`src/hw/rtl/bbte_pkg.sv`:
```
// Shared types and constants for the bisection text entry block.
package bbte_pkg;

  localparam int BufferDepthDef = 19;

  localparam logic [4:0] AlphaEmpty  = 5'd27;
  localparam logic [4:0] AlphaNormal = 5'd28;
  localparam logic [4:0] AlphaFull   = 5'd2;
  localparam logic [4:0] IdxSpace    = 5'd26;
  localparam logic [4:0] NumLetters  = 5'd26;

  localparam logic [7:0] CharA     = 8'h41;
  localparam logic [7:0] CharSpace = 8'h20;

  localparam logic [1:0] EvNone   = 2'd0;
  localparam logic [1:0] EvAppend = 2'd1;
  localparam logic [1:0] EvErase  = 2'd2;

  localparam logic KindChoice = 1'b0;
  localparam logic KindRead   = 1'b1;
  localparam logic SideLeft   = 1'b0;

  typedef struct packed {
    logic       kind;
    logic       side;
    logic [4:0] read_index;
  } in_req_t;

  typedef struct packed {
    logic [1:0] event_res;
    logic [7:0] committed_char;
    logic [4:0] typed_length;
    logic [4:0] window_start;
    logic [4:0] window_count;
    logic [7:0] read_char;
  } out_res_t;

endpackage

```
`src/hw/rtl/binary_bisection_text_entry_top.sv`:
```
// Bisection text entry: window update, commit logic and typed buffer.
// A result is presented in the cycle after its request is accepted.
// Throughput: one request per cycle; the output register is refilled in the
// same cycle that its result is taken, so only a stalled output stops input.
// Reset clears the typed length and sets the window to the empty alphabet;
// the typed buffer itself is not cleared and holds nothing until written.
module binary_bisection_text_entry_top #(
  parameter int BUFFER_DEPTH = bbte_pkg::BufferDepthDef
) (
  input  logic              clk,
  input  logic              rst_n,
  input  logic              in_valid,
  output logic              in_stall,
  input  bbte_pkg::in_req_t in_data,
  output logic              out_valid,
  input  logic              out_stall,
  output bbte_pkg::out_res_t out_data
);

  localparam int AW = (BUFFER_DEPTH > 1) ? $clog2(BUFFER_DEPTH) : 1;
  localparam logic [4:0] Depth = 5'(BUFFER_DEPTH);

  logic [7:0] mem [BUFFER_DEPTH];

  logic [4:0] typed_count_r, typed_count_nxt;
  logic [4:0] window_base_r, window_base_nxt;
  logic [4:0] window_size_r, window_size_nxt;
  logic       out_valid_r;
  logic [1:0] event_r, event_nxt;
  logic [7:0] cchar_r, cchar_nxt;
  logic [7:0] rchar_r;
  logic       wr_en;
  logic       accept;
  logic       rd_in_range;
  logic [4:0] size_step, base_step, left_half;
  logic [7:0] ch;
  logic       is_erase;

  assign in_stall = out_valid_r && out_stall;
  assign accept   = in_valid && !in_stall;
  assign rd_in_range = in_data.read_index < Depth;

  always_comb begin
    typed_count_nxt = typed_count_r;
    window_base_nxt = window_base_r;
    window_size_nxt = window_size_r;
    event_nxt = bbte_pkg::EvNone;
    cchar_nxt = 8'd0;
    wr_en = 1'b0;
    ch = 8'd0;
    is_erase = 1'b0;
    left_half = 5'((6'(window_size_r) + 6'd1) >> 1);
    size_step = window_size_r;
    base_step = window_base_r;
    if (window_size_r > 5'd1) begin
      if (in_data.side == bbte_pkg::SideLeft) begin
        size_step = left_half;
      end else begin
        base_step = window_base_r + left_half;
        size_step = window_size_r >> 1;
      end
    end
    if (in_data.kind == bbte_pkg::KindChoice) begin
      window_base_nxt = base_step;
      window_size_nxt = size_step;
      if (size_step <= 5'd1) begin
        if (typed_count_r >= Depth) begin
          is_erase = 1'b1;
        end else if (base_step < bbte_pkg::NumLetters) begin
          ch = bbte_pkg::CharA + 8'(base_step);
        end else if (base_step == bbte_pkg::IdxSpace) begin
          ch = bbte_pkg::CharSpace;
        end else begin
          is_erase = 1'b1;
        end
        if (is_erase) begin
          if (typed_count_r > 5'd0) begin
            typed_count_nxt = typed_count_r - 5'd1;
            event_nxt = bbte_pkg::EvErase;
          end
        end else if (typed_count_r < Depth) begin
          wr_en = 1'b1;
          typed_count_nxt = typed_count_r + 5'd1;
          event_nxt = bbte_pkg::EvAppend;
          cchar_nxt = ch;
        end
        window_base_nxt = 5'd0;
        if (typed_count_nxt == 5'd0) begin
          window_size_nxt = bbte_pkg::AlphaEmpty;
        end else if (typed_count_nxt >= Depth) begin
          window_size_nxt = bbte_pkg::AlphaFull;
        end else begin
          window_size_nxt = bbte_pkg::AlphaNormal;
        end
      end
    end
  end

  always_ff @(posedge clk) begin
    if (!rst_n) begin
      typed_count_r <= 5'd0;
      window_base_r <= 5'd0;
      window_size_r <= bbte_pkg::AlphaEmpty;
      out_valid_r <= 1'b0;
    end else begin
      if (accept) begin
        typed_count_r <= typed_count_nxt;
        window_base_r <= window_base_nxt;
        window_size_r <= window_size_nxt;
        out_valid_r <= 1'b1;
      end else if (!out_stall) begin
        out_valid_r <= 1'b0;
      end
    end
  end

  always_ff @(posedge clk) begin
    if (accept) begin
      event_r <= event_nxt;
      cchar_r <= cchar_nxt;
    end
  end

  // Typed buffer: one write port, one registered read port.
  always_ff @(posedge clk) begin
    if (accept && wr_en) begin
      mem[typed_count_r[AW-1:0]] <= cchar_nxt;
    end
    if (accept) begin
      if (in_data.kind == bbte_pkg::KindRead && rd_in_range) begin
        rchar_r <= mem[in_data.read_index[AW-1:0]];
      end else begin
        rchar_r <= 8'd0;
      end
    end
  end

  assign out_valid = out_valid_r;
  assign out_data = '{event_res:      event_r,
                      committed_char: cchar_r,
                      typed_length:   typed_count_r,
                      window_start:   window_base_r,
                      window_count:   window_size_r,
                      read_char:      rchar_r};

  a_count_range: assert property (@(posedge clk) disable iff (!rst_n)
    typed_count_r <= Depth)
    else $error("typed length beyond buffer depth");

  a_window_nonempty: assert property (@(posedge clk) disable iff (!rst_n)
    window_size_r > 5'd1 && window_size_r <= bbte_pkg::AlphaNormal)
    else $error("window size out of range");

  a_window_fits: assert property (@(posedge clk) disable iff (!rst_n)
    6'(window_base_r) + 6'(window_size_r) <= 6'(bbte_pkg::AlphaNormal))
    else $error("window extends past alphabet");

  a_append_char: assert property (@(posedge clk) disable iff (!rst_n)
    out_valid_r && event_r == bbte_pkg::EvAppend |-> cchar_r != 8'd0)
    else $error("append without character");

  a_erase_len: assert property (@(posedge clk) disable iff (!rst_n)
    accept && event_nxt == bbte_pkg::EvErase |=> typed_count_r == $past(typed_count_r) - 5'd1)
    else $error("erase did not shorten buffer");

endmodule

```
`config.mk`:
```
export PLATFORM = sky130hd
export DESIGN_NAME = binary_bisection_text_entry_top
export DESIGN_NICKNAME = d
export VERILOG_FILES = /design/src/hw/rtl/bbte_pkg.sv /design/src/hw/rtl/binary_bisection_text_entry_top.sv
export SDC_FILE = /design/constraint.sdc
export NUM_CORES = 1
export LEC_CHECK = 0
export ABC_CLOCK_PERIOD_IN_PS = 3900
export BUFFER_PORTS_ARGS = -buffer_cell sky130_fd_sc_hd__buf_2
export CAP_MARGIN = 20
export CORE_MARGIN = 8
export CORE_UTILIZATION = 50
export DETAILED_ROUTE_END_ITERATION = 12
export MAX_ROUTING_LAYER = met4
export PLACE_DENSITY_LB_ADDON = 0.05
export SLEW_MARGIN = 15
export SYNTH_ARGS = -nofsm -noshare
export SYNTH_HDL_FRONTEND = slang
export SYNTH_SLANG_ARGS = --single-unit
```
`constraint.sdc`:
```
create_clock -name clk -period 3.9 [get_ports clk]
set_input_delay 0.78 -clock clk [delete_from_list [all_inputs] [get_ports clk]]
set_output_delay 0.78 -clock clk [all_outputs]
set_load 0.02 [all_outputs]
```
==> qor.txt <==
Filler cell count in the final layout: 1122
Setup violators final: 0
Register area: 4800 sq um
ANT cells: 0
TritonCTS clock tree: built
Antenna Violating Nets Remaining: 0
CP required: 4.03 ns
Clock Skew: 0.00896 ns
Critical Path Slowest Stage Cell: dfxtp_1
Ys Warns: 0
Critical Path, Cell by Cell: ha_1 -> xor2_1 -> inv_1 -> fa_1 -> nand2b_1 -> a21oi_1 -> xnor2_2 -> mux2i_2 -> o31ai_4 -> nor2_2 -> nand2_1 -> nor2_1 -> buf_4
Setup ws final: 0.235 ns
Placed cells: 728
Largest net degree at the start of global routing: 37
Die W: 138 um
Pre-CTS setup slack: 0.121 ns
Max-slew violation count: 0
Worst-skew pair later-pin latency: 0.42 ns
Leading area contributor after synthesis: edfxtp_1
Synth async-reset ratio: 0%
Hold_ws: 0.510 ns
Clk sinks: 165
Slew margin rel.: 51.0%
DR vias/cell: 5.65
Die H: 138 um
Most frequent cells after synthesis: 149 x edfxtp_1, 46 x nor2_1, 35 x mux4_2, 35 x nand2_1, 22 x mux2i_1
Reg clk slew, reported paths: 0.06 ns
Top area cells in the synthesized netlist: edfxtp_1 60%, mux4_2 11%, dfxtp_1 4.3%, mux2i_1 3.0%, nor2_1 2.3%
F_max: 273 MHz
CP peak stage delay: 0.45 ns
Synth Cell Area: 7400 sq um
Rows: 44
Htree depth: 4
TritonRoute pass-1 iters: 5
Max Cap Viol: 0
Initial DRC count: 342
Hold WC Path Type: flip-flop to flip-flop
Final Instance Area: 8660 sq um
CORE AREA: 14500 sq um
DR WL/cell: 21.6 um
Final Hold Vio Count: 0
Most used DFF post-synth: edfxtp_1
Top-count cell post-synth: edfxtp_1
Cells after Synth: 491
Core Util, Final: 59.8%
Register area share after synthesis: 64.8%
First-pass GRT wire length: 25400 um
Final worst path period share: 94.0%
Leak: 0.00304 uW
Top cell type's share of synthesized area: 60.4%
Vias in the first global route: 4317
Worst EP arrival: 3.79 ns
Bufs on Longest Clock Path: 2
Final net count: 590
Post-synth EDFFs: 149
VDD IR max: 0.000287 V
Placed instance area: 8020 sq um
Worst Hold Launch: window_base_r[1]
Critical path class: flip-flop to flip-flop
Via count: 4303
Power Density: 450 nW/um^2
Initial antenna violation count: 0
Final WL: 16400 um
Multi-input logic area: 2470 sq um
Worst setup EP type: flip-flop
Non-filler cells, final: 761
Starting Density: 51.1%
Worst R2R Setup Slack: 0.23 ns
Reg-to-Reg Start: window_size_r[0]
Clock root cell: clkbuf_16
CP Launch Point: window_size_r[0]
Port bufs: 43
Aggregate global-route resource usage: 18.9%
GR Overflow Total: 0
Layout area overhead: 16.9%
CP max FO: 7
Yosys cell types: 59
Critical Path Start Type: flip-flop
CTS Buf Count: 17
Total die area: 19000 sq um
Status: completed
Residual DRC: 0
Layout cells sized above 1: 28.9%
Syn avg cell area: 15.1 sq um
Final Critical Period: 3.67 ns
Ports: 46
Worst Tran Pin Value: 0.735 ns
Flops & latches, synth: 165
Routability cong.: 0.856
Post-DP HPWL: 11300 um
## sequential cells by signal (all words and copies together) (netlist names)
| register | count |
|---|---|
| window_size_r | 5 |
| typed_count_r | 5 |
| cchar_r | 7 |
| rchar_r | 7 |
| out_valid | 1 |
| event_r | 2 |
| mem | 133 |
| window_base_r | 5 |
## cells in the final DEF, fill, tap and decap left out, types with 6 or more instances in the layout
cell type and instances:
a21oi_1 13, and2_1 6, buf_2 43, buf_4 34
clkbuf_16 17, dfxtp_1 15, edfxtp_1 149, ha_1 13
inv_1 12, mux2i_1 20, mux4_2 35, nand2_1 32
nand3_1 11, nor2_1 45, nor2b_1 8, nor3_1 6
o21ai_0 16, xnor2_1 7
## worst max-delay path, delay by kind of cell (launching register included)
family                     cells  cell delay (ns)
buffers and inverters          2             0.28
AOI/OAI and AO/OA              2             0.40
adders and majority gates      2             0.69
muxes                          1             0.36
DFF                            1             0.45
xor gates and xnor gates       2             0.42
and+or+nand+nor                4             0.76
## layout make-up
class | instances | area share, %
sequential | 165 | 55.4
multi-input combinational | 287 | 28.6
timing repair buffer | 80 | 6.03
clock buffer | 17 | 4.91
tap | 184 | 2.66
clock inverter | 14 | 1.76
inverter | 14 | 0.650
## through the flow
stage	total power, uW	TNS, ns
after global placement	2290	0
final	3900	0
after floorplan	2210	0
after global routing	4030	-0.504
after CTS	3920	0
after detailed placement	2300	0
## where the power goes
group	total, uW	internal [uW]	switching (uW)
sequential	1940	1920	16.1
combinational	328	142	186
clock	1630	944	687
total	3900	3010	889
## final timing paths
kind                      end  cells past startpoint
max reg2reg         mem[3][0]                     13
max                 mem[3][0]                     13
min reg2reg  window_base_r[1]                      2
min          window_base_r[1]                      2
## timing repair
item,in CTS,in global routing
setup buffers,0,2
gates resized for setup,0,12
endpoints found under the setup margin,0,197
hold buffers,0,0
## per-layer routing
metal  share of wire [%]  routed length, um  GRT usage [%]
met1                  45               7320           25.0
met2                  49               7990           28.4
met3                 5.5                897           4.49
met4                 1.3                208           6.09
met5                   0                  0              -
## logic make-up after synthesis
| logic type | share of synthesized area, % |
|---|---|
| adder cells (fa/ha/maj) | 2.47 |
| multiplexers | 13.8 |
| buffers and inverters | 2.37 |
| AND/OR/NAND/NOR | 8.79 |
| other | 0.0506 |
| XOR/XNOR | 1.54 |
| AO/OA/AOI/OAI | 6.22 |
| flip-flops | 64.8 |
(Power assumes the default switching activity.)
